--- src/rtl/lscp_pkg.sv ---
// package: sizes, register indexes and controller/datapath command and status types
package lscp_pkg;

  localparam int SENSOR_COUNT  = 5;
  localparam int SAMPLE_BITS   = 10;
  localparam int POS_FRAC_BITS = 14;

  localparam int RECT_W = 10;
  localparam int POS_W  = 16;
  localparam int IDX_W  = $clog2(SENSOR_COUNT);

  // sum of rectified values and the weighted sum
  localparam int SUM_W = $clog2(SENSOR_COUNT * ((1 << RECT_W) - 1) + 1);
  localparam int DEN_W = $clog2((SENSOR_COUNT - 1) * SENSOR_COUNT * ((1 << RECT_W) - 1) + 1);

  // shared divider sizing
  localparam int PROD_W    = SAMPLE_BITS + RECT_W;
  localparam int POS_DVD_W = DEN_W + POS_FRAC_BITS;
  localparam int DVD_W     = (PROD_W > POS_DVD_W) ? PROD_W : POS_DVD_W;
  localparam int DSR_W     = (DEN_W > SAMPLE_BITS) ? DEN_W : SAMPLE_BITS;
  localparam int CNT_W     = $clog2(DVD_W + 1);

  // configuration port
  localparam int CFG_IDX_W  = 4;
  localparam int CFG_DATA_W = RECT_W;
  localparam logic [CFG_IDX_W-1:0] REG_RECT_LOW  = CFG_IDX_W'(0);
  localparam logic [CFG_IDX_W-1:0] REG_RECT_HIGH = CFG_IDX_W'(1);
  localparam logic [RECT_W-1:0]    RECT_LOW_RST  = RECT_W'(0);
  localparam logic [RECT_W-1:0]    RECT_HIGH_RST = RECT_W'(1000);

  typedef struct packed {
    logic             capture;
    logic             cal_wr;
    logic             rect_direct_wr;
    logic             div_start_rect;
    logic             rect_div_wr;
    logic             pos_zero_wr;
    logic             div_start_pos;
    logic             pos_div_wr;
    logic             out_load;
    logic [IDX_W-1:0] idx;
  } cmd_t;

  typedef struct packed {
    logic need_div;
    logic div_busy;
    logic div_done;
    logic sum_zero;
    logic out_free;
  } status_t;

endpackage

--- src/rtl/lscp_if.sv ---
// item channel interfaces: sensor frames in, calibrated results out
interface lscp_in_if import lscp_pkg::*; ();
  logic                   valid;
  logic                   ready;
  logic                   req_type;
  logic [SAMPLE_BITS-1:0] raw_0;
  logic [SAMPLE_BITS-1:0] raw_1;
  logic [SAMPLE_BITS-1:0] raw_2;
  logic [SAMPLE_BITS-1:0] raw_3;
  logic [SAMPLE_BITS-1:0] raw_4;

  modport source (output valid, req_type, raw_0, raw_1, raw_2, raw_3, raw_4, input ready);
  modport sink   (input valid, req_type, raw_0, raw_1, raw_2, raw_3, raw_4, output ready);
endinterface

interface lscp_out_if import lscp_pkg::*; ();
  logic                    valid;
  logic                    ready;
  logic [RECT_W-1:0]       rect_0;
  logic [RECT_W-1:0]       rect_1;
  logic [RECT_W-1:0]       rect_2;
  logic [RECT_W-1:0]       rect_3;
  logic [RECT_W-1:0]       rect_4;
  logic signed [POS_W-1:0] line_position;
  logic                    line_seen;

  modport source (output valid, rect_0, rect_1, rect_2, rect_3, rect_4, line_position,
                  line_seen, input ready);
  modport sink   (input valid, rect_0, rect_1, rect_2, rect_3, rect_4, line_position,
                  line_seen, output ready);
endinterface

--- src/rtl/lscp_div.sv ---
// iterative restoring divider, one quotient bit per cycle, dividend left-aligned
module lscp_div import lscp_pkg::*; (
  input  logic             clk_i,
  input  logic             rst_ni,
  input  logic             start_i,
  input  logic [DVD_W-1:0] dividend_i,
  input  logic [DSR_W-1:0] divisor_i,
  input  logic [CNT_W-1:0] count_i,
  output logic             busy_o,
  output logic             done_o,
  output logic [DVD_W-1:0] quotient_o
);

  logic [DVD_W-1:0] dvd_q, dvd_d;
  logic [DSR_W-1:0] dsr_q, dsr_d;
  logic [DSR_W-1:0] rem_q, rem_d;
  logic [DVD_W-1:0] quo_q, quo_d;
  logic [CNT_W-1:0] cnt_q, cnt_d;
  logic             busy_q, busy_d;
  logic             done_q, done_d;
  logic [DSR_W:0]   trial;
  logic [DSR_W:0]   diff;
  logic             ge;

  assign trial = {rem_q, dvd_q[DVD_W-1]};
  assign diff  = trial - {1'b0, dsr_q};
  assign ge    = trial >= {1'b0, dsr_q};

  always_comb begin
    dvd_d  = dvd_q;
    dsr_d  = dsr_q;
    rem_d  = rem_q;
    quo_d  = quo_q;
    cnt_d  = cnt_q;
    busy_d = busy_q;
    done_d = 1'b0;
    if (start_i) begin
      dvd_d  = dividend_i;
      dsr_d  = divisor_i;
      rem_d  = '0;
      quo_d  = '0;
      cnt_d  = count_i;
      busy_d = 1'b1;
    end else if (busy_q) begin
      dvd_d = {dvd_q[DVD_W-2:0], 1'b0};
      rem_d = ge ? diff[DSR_W-1:0] : trial[DSR_W-1:0];
      quo_d = {quo_q[DVD_W-2:0], ge};
      cnt_d = cnt_q - CNT_W'(1);
      if (cnt_q == CNT_W'(1)) begin
        busy_d = 1'b0;
        done_d = 1'b1;
      end
    end
  end

  always_ff @(posedge clk_i or negedge rst_ni) begin
    if (!rst_ni) begin
      busy_q <= 1'b0;
      done_q <= 1'b0;
      cnt_q  <= '0;
    end else begin
      busy_q <= busy_d;
      done_q <= done_d;
      cnt_q  <= cnt_d;
    end
  end

  always_ff @(posedge clk_i) begin
    dvd_q <= dvd_d;
    dsr_q <= dsr_d;
    rem_q <= rem_d;
    quo_q <= quo_d;
  end

  assign busy_o     = busy_q;
  assign done_o     = done_q;
  assign quotient_o = quo_q;

endmodule

--- src/rtl/lscp_ctrl.sv ---
// sequencer: walks the sensors one at a time, then the position division unless the sum is zero
module lscp_ctrl import lscp_pkg::*; (
  input  logic    clk_i,
  input  logic    rst_ni,
  input  logic    in_valid_i,
  output logic    in_ready_o,
  input  status_t status_i,
  output cmd_t    cmd_o
);

  typedef enum logic [6:0] {
    S_IDLE = 7'b0000001,
    S_CAL  = 7'b0000010,
    S_PREP = 7'b0000100,
    S_DIVR = 7'b0001000,
    S_POSP = 7'b0010000,
    S_DIVP = 7'b0100000,
    S_DONE = 7'b1000000
  } state_e;

  state_e           state_q, state_d;
  logic [IDX_W-1:0] idx_q, idx_d;
  logic             last;

  assign last       = idx_q == IDX_W'(SENSOR_COUNT - 1);
  assign in_ready_o = state_q == S_IDLE;

  always_comb begin
    state_d   = state_q;
    idx_d     = idx_q;
    cmd_o     = '0;
    cmd_o.idx = idx_q;
    case (state_q)
      S_IDLE: begin
        if (in_valid_i) begin
          cmd_o.capture = 1'b1;
          idx_d         = '0;
          state_d       = S_CAL;
        end
      end
      S_CAL: begin
        cmd_o.cal_wr = 1'b1;
        state_d      = S_PREP;
      end
      S_PREP: begin
        if (status_i.need_div) begin
          cmd_o.div_start_rect = 1'b1;
          state_d              = S_DIVR;
        end else begin
          cmd_o.rect_direct_wr = 1'b1;
          if (last) begin
            state_d = S_POSP;
          end else begin
            idx_d   = idx_q + IDX_W'(1);
            state_d = S_CAL;
          end
        end
      end
      S_DIVR: begin
        if (status_i.div_done) begin
          cmd_o.rect_div_wr = 1'b1;
          if (last) begin
            state_d = S_POSP;
          end else begin
            idx_d   = idx_q + IDX_W'(1);
            state_d = S_CAL;
          end
        end
      end
      S_POSP: begin
        if (status_i.sum_zero) begin
          cmd_o.pos_zero_wr = 1'b1;
          state_d           = S_DONE;
        end else begin
          cmd_o.div_start_pos = 1'b1;
          state_d             = S_DIVP;
        end
      end
      S_DIVP: begin
        if (status_i.div_done) begin
          cmd_o.pos_div_wr = 1'b1;
          state_d          = S_DONE;
        end
      end
      S_DONE: begin
        // wait for the output register to free up
        if (status_i.out_free) begin
          cmd_o.out_load = 1'b1;
          state_d        = S_IDLE;
        end
      end
      default: begin
        state_d = S_IDLE;
      end
    endcase
  end

  always_ff @(posedge clk_i or negedge rst_ni) begin
    if (!rst_ni) begin
      state_q <= S_IDLE;
      idx_q   <= '0;
    end else begin
      state_q <= state_d;
      idx_q   <= idx_d;
    end
  end

endmodule

--- src/rtl/lscp_datapath.sv ---
// datapath: calibration ranges, rectify, centroid accumulate, output register
module lscp_datapath import lscp_pkg::*; (
  input  logic                                     clk_i,
  input  logic                                     rst_ni,
  input  cmd_t                                     cmd_i,
  output status_t                                  status_o,
  input  logic                                     req_type_i,
  input  logic [SENSOR_COUNT-1:0][SAMPLE_BITS-1:0] raw_i,
  input  logic                                     cfg_we_i,
  input  logic [CFG_IDX_W-1:0]                     cfg_idx_i,
  input  logic [CFG_DATA_W-1:0]                    cfg_data_i,
  input  logic                                     out_ready_i,
  output logic                                     out_valid_o,
  output logic [SENSOR_COUNT-1:0][RECT_W-1:0]      out_rect_o,
  output logic signed [POS_W-1:0]                  out_pos_o,
  output logic                                     out_seen_o
);

  localparam logic signed [DVD_W:0] SAT_HI = (DVD_W + 1)'((2 ** (POS_W - 1)) - 1);
  localparam logic signed [DVD_W:0] SAT_LO = -SAT_HI - (DVD_W + 1)'(1);

  logic                                     learn_q;
  logic [SENSOR_COUNT-1:0][SAMPLE_BITS-1:0] raw_q;
  logic [SENSOR_COUNT-1:0][SAMPLE_BITS-1:0] cal_low_q;
  logic [SENSOR_COUNT-1:0][SAMPLE_BITS-1:0] cal_high_q;
  logic [RECT_W-1:0]                        rect_low_q;
  logic [RECT_W-1:0]                        rect_high_q;
  logic [SENSOR_COUNT-1:0][RECT_W-1:0]      rect_q;
  logic [SUM_W-1:0]                         sum_q;
  logic [DEN_W-1:0]                         num_q;
  logic                                     pos_neg_q;
  logic [POS_W-1:0]                         pos_q;
  logic                                     out_valid_q;
  logic [SENSOR_COUNT-1:0][RECT_W-1:0]      out_rect_q;
  logic [POS_W-1:0]                         out_pos_q;
  logic                                     out_seen_q;

  logic [SAMPLE_BITS-1:0] raw_s, lo_s, hi_s, diff_s;
  logic [RECT_W-1:0]      span_s, rect_direct_s, rect_div_s, rect_new_s;
  logic                   empty_s;
  logic [PROD_W-1:0]      prod_s;
  logic [DEN_W-1:0]       denom_s;
  logic signed [DEN_W+1:0] numer_s, mag_full_s;
  logic                   neg_s;
  logic [DVD_W-1:0]       div_dvd_s;
  logic [DSR_W-1:0]       div_dsr_s;
  logic [CNT_W-1:0]       div_cnt_s;
  logic                   div_start_s;
  logic                   div_busy_s, div_done_s;
  logic [DVD_W-1:0]       quo_s;
  logic signed [DVD_W:0]  pos_val_s;
  logic [POS_W-1:0]       pos_sat_s;

  // per-sensor rectify
  assign raw_s  = raw_q[cmd_i.idx];
  assign lo_s   = cal_low_q[cmd_i.idx];
  assign hi_s   = cal_high_q[cmd_i.idx];
  assign diff_s = raw_s - lo_s;
  assign span_s = (rect_high_q > rect_low_q) ? (rect_high_q - rect_low_q) : '0;

  assign empty_s       = (hi_s <= lo_s) || (raw_s <= lo_s);
  assign rect_direct_s = empty_s ? rect_low_q : (rect_low_q + span_s);
  assign prod_s        = PROD_W'(diff_s) * PROD_W'(span_s);
  // quotient stays below span, so the low bits hold it
  assign rect_div_s    = rect_low_q + quo_s[RECT_W-1:0];
  assign rect_new_s    = cmd_i.rect_div_wr ? rect_div_s : rect_direct_s;

  // centroid: numer = 2*num - (n-1)*sum over denom = (n-1)*sum
  assign denom_s    = DEN_W'(sum_q) * DEN_W'(SENSOR_COUNT - 1);
  assign numer_s    = $signed({1'b0, num_q, 1'b0}) - $signed({2'b00, denom_s});
  assign neg_s      = numer_s[DEN_W+1];
  assign mag_full_s = neg_s ? -numer_s : numer_s;

  always_comb begin
    if (cmd_i.div_start_pos) begin
      div_dvd_s = DVD_W'(mag_full_s[DEN_W-1:0]) << (DVD_W - DEN_W);
      div_dsr_s = DSR_W'(denom_s);
      div_cnt_s = CNT_W'(POS_DVD_W);
    end else begin
      div_dvd_s = DVD_W'(prod_s) << (DVD_W - PROD_W);
      div_dsr_s = DSR_W'(diff_s + (hi_s - raw_s));
      div_cnt_s = CNT_W'(PROD_W);
    end
  end
  assign div_start_s = cmd_i.div_start_rect | cmd_i.div_start_pos;

  lscp_div u_div (
    .clk_i      (clk_i),
    .rst_ni     (rst_ni),
    .start_i    (div_start_s),
    .dividend_i (div_dvd_s),
    .divisor_i  (div_dsr_s),
    .count_i    (div_cnt_s),
    .busy_o     (div_busy_s),
    .done_o     (div_done_s),
    .quotient_o (quo_s)
  );

  // truncation toward zero, then saturate to the output width
  assign pos_val_s = pos_neg_q ? -$signed({1'b0, quo_s}) : $signed({1'b0, quo_s});
  always_comb begin
    if (pos_val_s > SAT_HI) begin
      pos_sat_s = SAT_HI[POS_W-1:0];
    end else if (pos_val_s < SAT_LO) begin
      pos_sat_s = SAT_LO[POS_W-1:0];
    end else begin
      pos_sat_s = pos_val_s[POS_W-1:0];
    end
  end

  always_ff @(posedge clk_i or negedge rst_ni) begin
    if (!rst_ni) begin
      rect_low_q  <= RECT_LOW_RST;
      rect_high_q <= RECT_HIGH_RST;
      cal_low_q   <= {SENSOR_COUNT{{SAMPLE_BITS{1'b1}}}};
      cal_high_q  <= '0;
      out_valid_q <= 1'b0;
    end else begin
      if (cfg_we_i) begin
        if (cfg_idx_i == REG_RECT_LOW) begin
          rect_low_q <= cfg_data_i;
        end else if (cfg_idx_i == REG_RECT_HIGH) begin
          rect_high_q <= cfg_data_i;
        end
      end
      if (cmd_i.cal_wr && learn_q) begin
        cal_low_q[cmd_i.idx]  <= (raw_s < lo_s) ? raw_s : lo_s;
        cal_high_q[cmd_i.idx] <= (raw_s > hi_s) ? raw_s : hi_s;
      end
      if (cmd_i.out_load) begin
        out_valid_q <= 1'b1;
      end else if (out_ready_i) begin
        out_valid_q <= 1'b0;
      end
    end
  end

  always_ff @(posedge clk_i) begin
    if (cmd_i.capture) begin
      learn_q <= req_type_i;
      raw_q   <= raw_i;
      sum_q   <= '0;
      num_q   <= '0;
    end
    if (cmd_i.rect_direct_wr || cmd_i.rect_div_wr) begin
      rect_q[cmd_i.idx] <= rect_new_s;
      sum_q             <= sum_q + SUM_W'(rect_new_s);
      num_q             <= num_q + DEN_W'(cmd_i.idx) * DEN_W'(rect_new_s);
    end
    if (cmd_i.div_start_pos) begin
      pos_neg_q <= neg_s;
    end
    if (cmd_i.pos_zero_wr) begin
      pos_q <= '0;
    end else if (cmd_i.pos_div_wr) begin
      pos_q <= pos_sat_s;
    end
    if (cmd_i.out_load) begin
      out_rect_q <= rect_q;
      out_pos_q  <= pos_q;
      out_seen_q <= sum_q != '0;
    end
  end

  assign status_o.need_div = !empty_s && (raw_s < hi_s);
  assign status_o.div_busy = div_busy_s;
  assign status_o.div_done = div_done_s;
  assign status_o.sum_zero = sum_q == '0;
  assign status_o.out_free = !out_valid_q || out_ready_i;

  assign out_valid_o = out_valid_q;
  assign out_rect_o  = out_rect_q;
  assign out_pos_o   = $signed(out_pos_q);
  assign out_seen_o  = out_seen_q;

endmodule

--- src/rtl/line_sensor_calibrate_position_unit.sv ---
// Line sensor calibration and centroid position unit.
// Input channel in_if carries one frame: req_type (1 = widen the per-sensor
// min/max range from this frame first) and five 10-bit raw samples. Output
// channel out_if returns five rectified values, the line position in signed
// Q2.14 and a line-seen flag, one result item per frame.
// rect_low / rect_high are written through cfg_we_i / cfg_idx_i / cfg_data_i;
// the user must write them only while the unit is idle, which the unit
// itself does not enforce. Other indexes are ignored.
// Sensors are handled one after another; a sensor that falls inside its range
// needs a 20-step pass of the shared bit-serial divider. The position then
// needs a 29-step division when the sum is nonzero and is zero otherwise;
// then the output register is loaded and the unit returns to idle.
// in_if.ready is high only while no frame is in work. A finished result sits
// in the output register; a new frame is still accepted while it waits, and
// that frame stalls before its own load until the receiver takes the first.
// Reset sets rect_low 0, rect_high 1000, every calibration low end 1023 and
// high end 0, and empties the output register.
module line_sensor_calibrate_position_unit import lscp_pkg::*; (
  input  logic                  clk_i,
  input  logic                  rst_ni,
  lscp_in_if.sink               in_if,
  lscp_out_if.source            out_if,
  input  logic                  cfg_we_i,
  input  logic [CFG_IDX_W-1:0]  cfg_idx_i,
  input  logic [CFG_DATA_W-1:0] cfg_data_i
);

  cmd_t                                     cmd;
  status_t                                  status;
  logic                                     in_ready;
  logic [SENSOR_COUNT-1:0][SAMPLE_BITS-1:0] raw;
  logic [SENSOR_COUNT-1:0][RECT_W-1:0]      rect;
  logic signed [POS_W-1:0]                  pos;
  logic                                     seen;
  logic                                     out_valid;

  assign raw = {in_if.raw_4, in_if.raw_3, in_if.raw_2, in_if.raw_1, in_if.raw_0};

  lscp_ctrl u_ctrl (
    .clk_i      (clk_i),
    .rst_ni     (rst_ni),
    .in_valid_i (in_if.valid),
    .in_ready_o (in_ready),
    .status_i   (status),
    .cmd_o      (cmd)
  );

  lscp_datapath u_dp (
    .clk_i       (clk_i),
    .rst_ni      (rst_ni),
    .cmd_i       (cmd),
    .status_o    (status),
    .req_type_i  (in_if.req_type),
    .raw_i       (raw),
    .cfg_we_i    (cfg_we_i),
    .cfg_idx_i   (cfg_idx_i),
    .cfg_data_i  (cfg_data_i),
    .out_ready_i (out_if.ready),
    .out_valid_o (out_valid),
    .out_rect_o  (rect),
    .out_pos_o   (pos),
    .out_seen_o  (seen)
  );

  assign in_if.ready          = in_ready;
  assign out_if.valid         = out_valid;
  assign out_if.rect_0        = rect[0];
  assign out_if.rect_1        = rect[1];
  assign out_if.rect_2        = rect[2];
  assign out_if.rect_3        = rect[3];
  assign out_if.rect_4        = rect[4];
  assign out_if.line_position = pos;
  assign out_if.line_seen     = seen;

  // an accepted frame takes the unit out of its ready state
  a_accept_busy: assert property (@(posedge clk_i) disable iff (!rst_ni)
    in_if.valid && in_if.ready |=> !in_if.ready)
    else $error("unit still ready after taking a frame");

  // no line means the position reads zero
  a_unseen_zero: assert property (@(posedge clk_i) disable iff (!rst_ni)
    out_if.valid && !out_if.line_seen |-> out_if.line_position == '0)
    else $error("nonzero position with no line seen");

  // the shared divider is never restarted in the middle of a division
  a_div_free: assert property (@(posedge clk_i) disable iff (!rst_ni)
    cmd.div_start_rect || cmd.div_start_pos |-> !status.div_busy)
    else $error("divider started while busy");

endmodule
--- src/flat_wrapper.sv ---
// flat-port wrapper written by rule: the top's interface ports become plain ports
module line_sensor_calibrate_position_unit_flat import lscp_pkg::*;
  (clk_i, rst_ni, cfg_we_i, cfg_idx_i, cfg_data_i, in_if_valid, in_if_req_type, in_if_raw_0, in_if_raw_1, in_if_raw_2, in_if_raw_3, in_if_raw_4, in_if_ready, out_if_valid, out_if_rect_0, out_if_rect_1, out_if_rect_2, out_if_rect_3, out_if_rect_4, out_if_line_position, out_if_line_seen, out_if_ready);
  lscp_in_if in_if_i ();
  lscp_out_if out_if_i ();
  input  logic clk_i;
  input  logic rst_ni;
  input  logic cfg_we_i;
  input  logic [CFG_IDX_W-1:0] cfg_idx_i;
  input  logic [CFG_DATA_W-1:0] cfg_data_i;
  input wire logic [$bits(in_if_i.valid)-1:0] in_if_valid;
  input wire logic [$bits(in_if_i.req_type)-1:0] in_if_req_type;
  input wire logic [$bits(in_if_i.raw_0)-1:0] in_if_raw_0;
  input wire logic [$bits(in_if_i.raw_1)-1:0] in_if_raw_1;
  input wire logic [$bits(in_if_i.raw_2)-1:0] in_if_raw_2;
  input wire logic [$bits(in_if_i.raw_3)-1:0] in_if_raw_3;
  input wire logic [$bits(in_if_i.raw_4)-1:0] in_if_raw_4;
  output wire logic [$bits(in_if_i.ready)-1:0] in_if_ready;
  output wire logic [$bits(out_if_i.valid)-1:0] out_if_valid;
  output wire logic [$bits(out_if_i.rect_0)-1:0] out_if_rect_0;
  output wire logic [$bits(out_if_i.rect_1)-1:0] out_if_rect_1;
  output wire logic [$bits(out_if_i.rect_2)-1:0] out_if_rect_2;
  output wire logic [$bits(out_if_i.rect_3)-1:0] out_if_rect_3;
  output wire logic [$bits(out_if_i.rect_4)-1:0] out_if_rect_4;
  output wire logic [$bits(out_if_i.line_position)-1:0] out_if_line_position;
  output wire logic [$bits(out_if_i.line_seen)-1:0] out_if_line_seen;
  input wire logic [$bits(out_if_i.ready)-1:0] out_if_ready;
  assign in_if_i.valid = in_if_valid;
  assign in_if_i.req_type = in_if_req_type;
  assign in_if_i.raw_0 = in_if_raw_0;
  assign in_if_i.raw_1 = in_if_raw_1;
  assign in_if_i.raw_2 = in_if_raw_2;
  assign in_if_i.raw_3 = in_if_raw_3;
  assign in_if_i.raw_4 = in_if_raw_4;
  assign in_if_ready = in_if_i.ready;
  assign out_if_valid = out_if_i.valid;
  assign out_if_rect_0 = out_if_i.rect_0;
  assign out_if_rect_1 = out_if_i.rect_1;
  assign out_if_rect_2 = out_if_i.rect_2;
  assign out_if_rect_3 = out_if_i.rect_3;
  assign out_if_rect_4 = out_if_i.rect_4;
  assign out_if_line_position = out_if_i.line_position;
  assign out_if_line_seen = out_if_i.line_seen;
  assign out_if_i.ready = out_if_ready;
  line_sensor_calibrate_position_unit u_core (.clk_i(clk_i), .rst_ni(rst_ni), .in_if(in_if_i), .out_if(out_if_i), .cfg_we_i(cfg_we_i), .cfg_idx_i(cfg_idx_i), .cfg_data_i(cfg_data_i));
endmodule
--- config.mk ---
export PLATFORM = sky130hd
export DESIGN_NAME = line_sensor_calibrate_position_unit_flat
export DESIGN_NICKNAME = d
export VERILOG_FILES = /design/src/rtl/lscp_pkg.sv /design/src/rtl/lscp_if.sv /design/src/rtl/lscp_div.sv /design/src/rtl/lscp_ctrl.sv /design/src/rtl/lscp_datapath.sv /design/src/rtl/line_sensor_calibrate_position_unit.sv /design/src/flat_wrapper.sv
export SDC_FILE = /design/constraint.sdc
export NUM_CORES = 1
export LEC_CHECK = 0
export ABC_AREA = 1
export BUFFER_PORTS_ARGS = -buffer_cell sky130_fd_sc_hd__buf_2
export CAP_MARGIN = 5
export CORE_ASPECT_RATIO = 0.6
export CORE_MARGIN = 8
export CORE_UTILIZATION = 54
export DETAILED_ROUTE_END_ITERATION = 8
export GPL_ROUTABILITY_DRIVEN = 0
export MAX_ROUTING_LAYER = met4
export PLACE_DENSITY_LB_ADDON = 0.15
export SYNTH_ARGS = -nofsm -noshare
export SYNTH_HDL_FRONTEND = slang
export SYNTH_SLANG_ARGS = --single-unit
--- constraint.sdc ---
create_clock -name clk_i -period 15.1 [get_ports clk_i]
set_clock_uncertainty 0.2 [all_clocks]
set_input_delay 3.02 -clock clk_i [delete_from_list [all_inputs] [get_ports clk_i]]
set_output_delay 3.02 -clock clk_i [all_outputs]
set_load 0.02 [all_outputs]
---- Word level (Yosys, flattened, before mapping) ----
Cells that the tools add are included.
storage, ports and cells
  register bits after elaboration ......... 439
  bits in latches ......................... 0
  RAM bits ................................ 0
  memory bits (read-only) ................. 0
  input port bits ......................... 70
  output and inout bits ................... 69
  word-level logic and storage cells ...... 175
  memories kept ........................... 0
cells by class
  add/sub/neg operators ................... 14
  multiply operators ...................... 2
  div/mod/pow operators ................... 0
  magnitude comparators ................... 11
  equality and inequality tests ........... 15
  shift-type cells ........................ 0
  multiplexer cells ....................... 67
  bitwise gates (word level) .............. 2
  reduce and logical (&&, ||, !) cells .... 19
operators with widths
  cell                                                   number
  bitwise mux 50 bit                                     3
  binary-select mux 10 bit (select 3 bit)                3
  2-to-1 mux 10 bit                                      9
  2-to-1 mux 29 bit                                      3
  2-to-1 mux 15 bit                                      5
  one-hot mux 7 bit (7 select lines)                     1
  2-to-1 mux 7 bit                                       5
  2-to-1 mux 16 bit                                      2
  demux 10 bit (select 3 bit)                            1
  > comparator 30 x 16 -> 1 bit (second input constant)  1
  < comparator 30 x 16 -> 1 bit (second input constant)  1
  2-to-1 mux 30 bit                                      1
  negator 29 -> 30 bit                                   1
  2-to-1 mux 13 bit                                      2
  adder 10 bit                                           2
  > comparator 10 bit                                    2
  less-or-equal comparator 10 bit                        2
  < comparator 10 bit                                    2
  multiplier 10 x 10 -> 20 bit                           1
  2-to-1 mux 1 bit                                       20
  2-to-1 mux 5 bit                                       4
  subtractor 10 bit                                      2
  subtractor 16 x 15 -> 17 bit                           1
  >= comparator 16 x 15 -> 1 bit                         1
  40 further kinds                                       55

---- Logic depth before layout (Yosys ltp) ----
  depth in word-level cells ............... 10
  gate-level depth with buffers ........... 41
  mapped depth without buffers ............ 40

---- Cells and area by module ----
From an unflattened synthesis, not the netlist that was laid out.
unflattened totals
  cells, all modules ...................... 3288
  area, all modules ....................... 28055.7 um^2
modules (own cells, without submodules)
  module         instances  cells each  area each (um^2)  seq. area each (um^2)
  lscp_datapath  1          2618        22658.0           9334.0
  lscp_div       1          570         4669.5            2377.3
  lscp_ctrl      1          100         728.2             251.5

---- Worst setup path before layout ----
OpenSTA, ideal clock, no wires.
  path type ............................... flip-flop to flip-flop
  start point ............................. register u_core.u_ctrl.idx_q[0]
  end point ............................... register u_core.u_dp.u_div.dvd_q[26] (data pin)
  library setup time ...................... 0.256 ns
  arrival ................................. 7.001 ns
  required time ........................... 14.644 ns
  path slack .............................. 7.644 ns
  stages on the path, launching flop included .. 37
  buffers on the path ..................... 1
  clock period less this slack ............ 7.456 ns
  cells stage by stage .................... dfrtp_1 inv_2 nor3_1 clkbuf_1 nand2_1 nand3_1 a221oi_1 inv_1 ha_1 nand2_1 o21ai_0 a21oi_1 o21bai_1 xor2_1 inv_1 nand3_1 fa_1 fa_1 inv_1 fa_1 fa_1 inv_1 fa_1 inv_1 ha_1 nand2_1 nor3_1 nand2_1 nand3_1 nand2_1 o21bai_1 nand2_1 nand2_1 nand2_1 nand2_1 o21a_1 a21oi_1
on the way
  cells in the longest elaborated chain, start to end .. 10
  elaborated cells on any way between the ends .. 19
  classes of those cells .................. 1 x add/sub; 1 x mul; 3 x order compare; 10 x mux; 1 x bitwise; 3 x reduce/logical
ends and longest elaborated chain
  element                                                               RTL line          RTL
  start, declared                                                       lscp_ctrl.sv:22   logic [IDX_W-1:0] idx_q, idx_d;
  start signal, assigned                                                lscp_ctrl.sv:104  idx_q <= idx_d;
  branches (longest 9 deep; another with multiplier 10 x 10 -> 20 bit)  n/a
  2-to-1 mux 29 bit *                                                   lscp_div.sv:37    if (start_i) begin
  via u_core.u_dp.u_div.dvd_d[26]                                       lscp_div.sv:14    logic [DVD_W-1:0] dvd_q, dvd_d;
  end signal, assigned                                                  lscp_div.sv:69    dvd_q <= dvd_d;
  end, declared                                                         lscp_div.sv:14
Mark *: on every way through the listed nets, which the timed path passes. The select of a mux whose other input is x is not followed.
A chain may end at the register's enable or synchronous reset.

---- Final worst setup path ----
  start point ............................. register u_core.u_ctrl.idx_q[2]
  end point ............................... register u_core.u_dp.u_div.dvd_q[27] (data pin)
Same word-level chain as after synthesis.

==> metrics.yaml <==
hpwl_um: 55200
setup-tns-final_ps: 0
synth_most_common_cell: "nand2_1"
routed_via_density: 5.64
grt_max_degree: 85
grt_setup_unrepaired: "no"
slew_viol_final: 0
synthTopCellsByCount: "656 x nand2_1, 446 x inv_1, 245 x nor2_1, 240 x o21ai_0, 232 x edfxtp_1"
port_buffers: 138
overflow: 0
routed_wl_um: 73200
die_height_um: 190
cts_setup_buffers: 0
yosysTopAreaCell: "edfxtp_1"
layout-drive-gt1-share: 0.121
drt_iter0_drc: 2439
grt_pass1_vias: 21200
die_area_um2: 57900
cpMaxStageDelayCell: "xor2_1"
synth_xor_area_frac: 0.0306
via_count: 22000
path_clk_slew_ps: 70
crit_fanout: 32
grt_pass1_wl_um: 117000
fmax_ghz: 0.110
core_um2: 49500
num_rows: 63
cp-start-kind: "flip-flop"
drt_pre_antenna_iters: 6
synth_top_area_frac: 0.257
fin_crit_ps: 9080
placed_area_um2: 28400
wl_per_cell_um: 18.8
hold_path.startpoint: "u_core.u_dp.rect_q[32]"
cts_tree: "done"
synth_top_family_by_area: "simple AND/OR/NAND/NOR gates"
ios: 139
crit_top_cell: "inv_1"
worst_pin_slew_ps: 1170
synth_adder_area_share: 0.150
cts_root_buf: "clkbuf_16"
nFillCells: 4240
clk_latency_ps: 580
critPathTopFamily: "adder cells"
grt_antenna_before_repair: 0
clock_sinks: 430
syn_to_final_growth_pct: 10.0
n_antenna_cell: 0
netlist_top_cells_area: "edfxtp_1 26%, nand2_1 9.1%, ha_1 8.3%, dfrtp_1 7.5%, fa_1 6.6%"
cts_resized: 0
grt_usage: 0.257
arrival_ps: 9290
endpoint_kind: "flip-flop"
synth_area_um2: 27100
fin_area_um2: 29800
synth.avg_cell_area_um2: 8.78
drc: 0
hold_viol_final: 0
postSynthCellCount: 3086
setup_violations: 0
r2r-start: "u_core.u_ctrl.idx_q[2]"
syn-num-nets: 3426
fin_crit_sh: 0.601
max_stage_delay_ps: 600
ant_nets: 0
muxShareOfSynthArea: 0
slew_headroom: 0.220
synth-seq-cells: 430
tritoncts.num_buffers: 42
synth_edf_count: 232
async_flop_share: 0.321
h-tree-depth: 2
ys_seq_area_frac: 0.431
worstSetupPathType: "flip-flop to flip-flop"
synth_cell_types: 68
ys.flop_type: "edfxtp_1"
crit_required_ps: 15320
hold_path.class: "flip-flop to flip-flop"
die_w_um: 305
yosys.area_share.simple: 0.192
floorplan.initialDensity: 0.548
holdBufCountCts: 0
multi_input_area_um2: 13300
crit_start: "u_core.u_ctrl.idx_q[2]"
run_status: "complete, no violations"
regArea_um2: 11700
clk_path_buf_depth: 3
cap_violations: 0
num-nets-final: 3551
yosys_warnings: 0
synth_compound_area_frac: 0.116
path_buf_inv: 8
==> flip-flops by register name (all words and copies together) (netlist names), 3 cells and up <==
signal and flops:
u_core.u_dp.u_div.rem_q 15, u_core.u_dp.rect_q 50, u_core.u_ctrl.idx_q 3, u_core.u_dp.sum_q 13
u_core.u_dp.num_q 15, u_core.u_dp.raw_q 50, u_core.u_dp.u_div.dvd_q 20, u_core.u_dp.rect_low_q 10
u_core.u_dp.cal_high_q 50, u_core.u_dp.rect_high_q 10, u_core.u_dp.cal_low_q 50, u_core.u_dp.u_div.dsr_q 15
u_core.u_dp.pos_q 16, u_core.u_dp.out_rect_o 50, u_core.u_ctrl.state_q 7, u_core.u_dp.u_div.quotient_o 29
u_core.u_dp.out_pos_o 16, u_core.u_dp.u_div.cnt_q 5
==> layer usage <==
layer  GRT usage  wire [um]  part of all wire
met5           -          0                 0
met4      0.0520       1280             0.018
met3      0.0599       7620              0.10
met2       0.353      29200              0.40
met1       0.386      35100              0.48
==> worst paths after layout <==
check	slack, ps	end	cells after the start
setup / recovery	6020	u_core.u_dp.u_div.dvd_q[27]	31
hold / removal	220	u_core.u_dp.out_rect_o[32]	0
setup reg to reg	6020	u_core.u_dp.u_div.dvd_q[27]	31
hold reg to reg	220	u_core.u_dp.out_rect_o[32]	0
max in group asynchronous	11130	u_core.u_dp.rect_high_q[1]	2
min in group asynchronous	2290	u_core.u_dp.cal_high_q[49]	1
==> through the flow <==
stage                     hold WS (ps)  setup WS, ps  std cells  utilization
after floorplan                    200          7640       3086            -
after global placement             201          6550       3817        0.574
after CTS                          215          6240       3895        0.603
after global routing               224          5470       3895        0.603
final                              216          6020       3895        0.603
after detailed placement           205          6280       3817        0.574
==> cell type report <==
class,count,area share
multi-input cells,2104,0.444
well taps,650,0.0273
inverters,470,0.0594
repair buffers,163,0.0297
clock buffers,52,0.0379
clock inverters,26,0.00935
flip-flops and latches,430,0.392
==> cell usage in the layout, fill, tap and decap left out, types with 8 or more instances in the layout <==
cell / Yosys / routed
nand2_1: 656 / 656
nor3_1: 25 / 22
a21oi_1: 157 / 157
nand3_2: 10 / 10
inv_1: 446 / 445
o21bai_1: 8 / 8
buf_2: 15 / 137
fa_1: 90 / 90
clkbuf_1: 49 / 8
inv_2: 17 / 18
nor4_2: 9 / 9
a22o_1: 8 / 8
nor3b_1: 8 / 8
a21o_1: 11 / 11
clkinv_1: 5 / 10
a22oi_1: 10 / 10
or2_2: 13 / 13
a221oi_1: 22 / 22
buf_4: 5 / 25
nor4_1: 11 / 11
o22ai_1: 22 / 22
xnor2_1: 22 / 22
o21ai_1: 33 / 33
dfstp_2: 57 / 57
nor3_2: 8 / 11
o21ai_0: 240 / 240
xor2_1: 71 / 71
clkbuf_16: 0 / 44
dfxtp_1: 60 / 60
nor2_1: 245 / 244
nor2_2: 11 / 11
edfxtp_1: 232 / 232
a31oi_1: 8 / 8
nand4_1: 18 / 18
ha_1: 180 / 180
dfrtp_1: 81 / 81
nand3_1: 138 / 138
==> cell families (layout without fill, tap and decap cells) <==
family	after synthesis	in the layout
and+or+nand+nor	1184	1184
AOI/OAI and AO/OA	556	556
adders and majority gates	270	270
xor gates and xnor gates	94	94
buffers and inverters	552	711
DFF	430	430
==> worst reg2reg max path, delay by kind of cell (launching register included) <==
| kind | cells | cell delay, ps |
|---|---|---|
| simple gates | 8 | 1380 |
| flops | 1 | 460 |
| compound gates | 6 | 1570 |
| buf+inv | 8 | 1220 |
| xor+xnor | 2 | 770 |
| fa+ha+maj | 7 | 3290 |
Power is not shown: default switching activity piles up to over one toggle a cycle in this logic, so the estimate is an artifact.
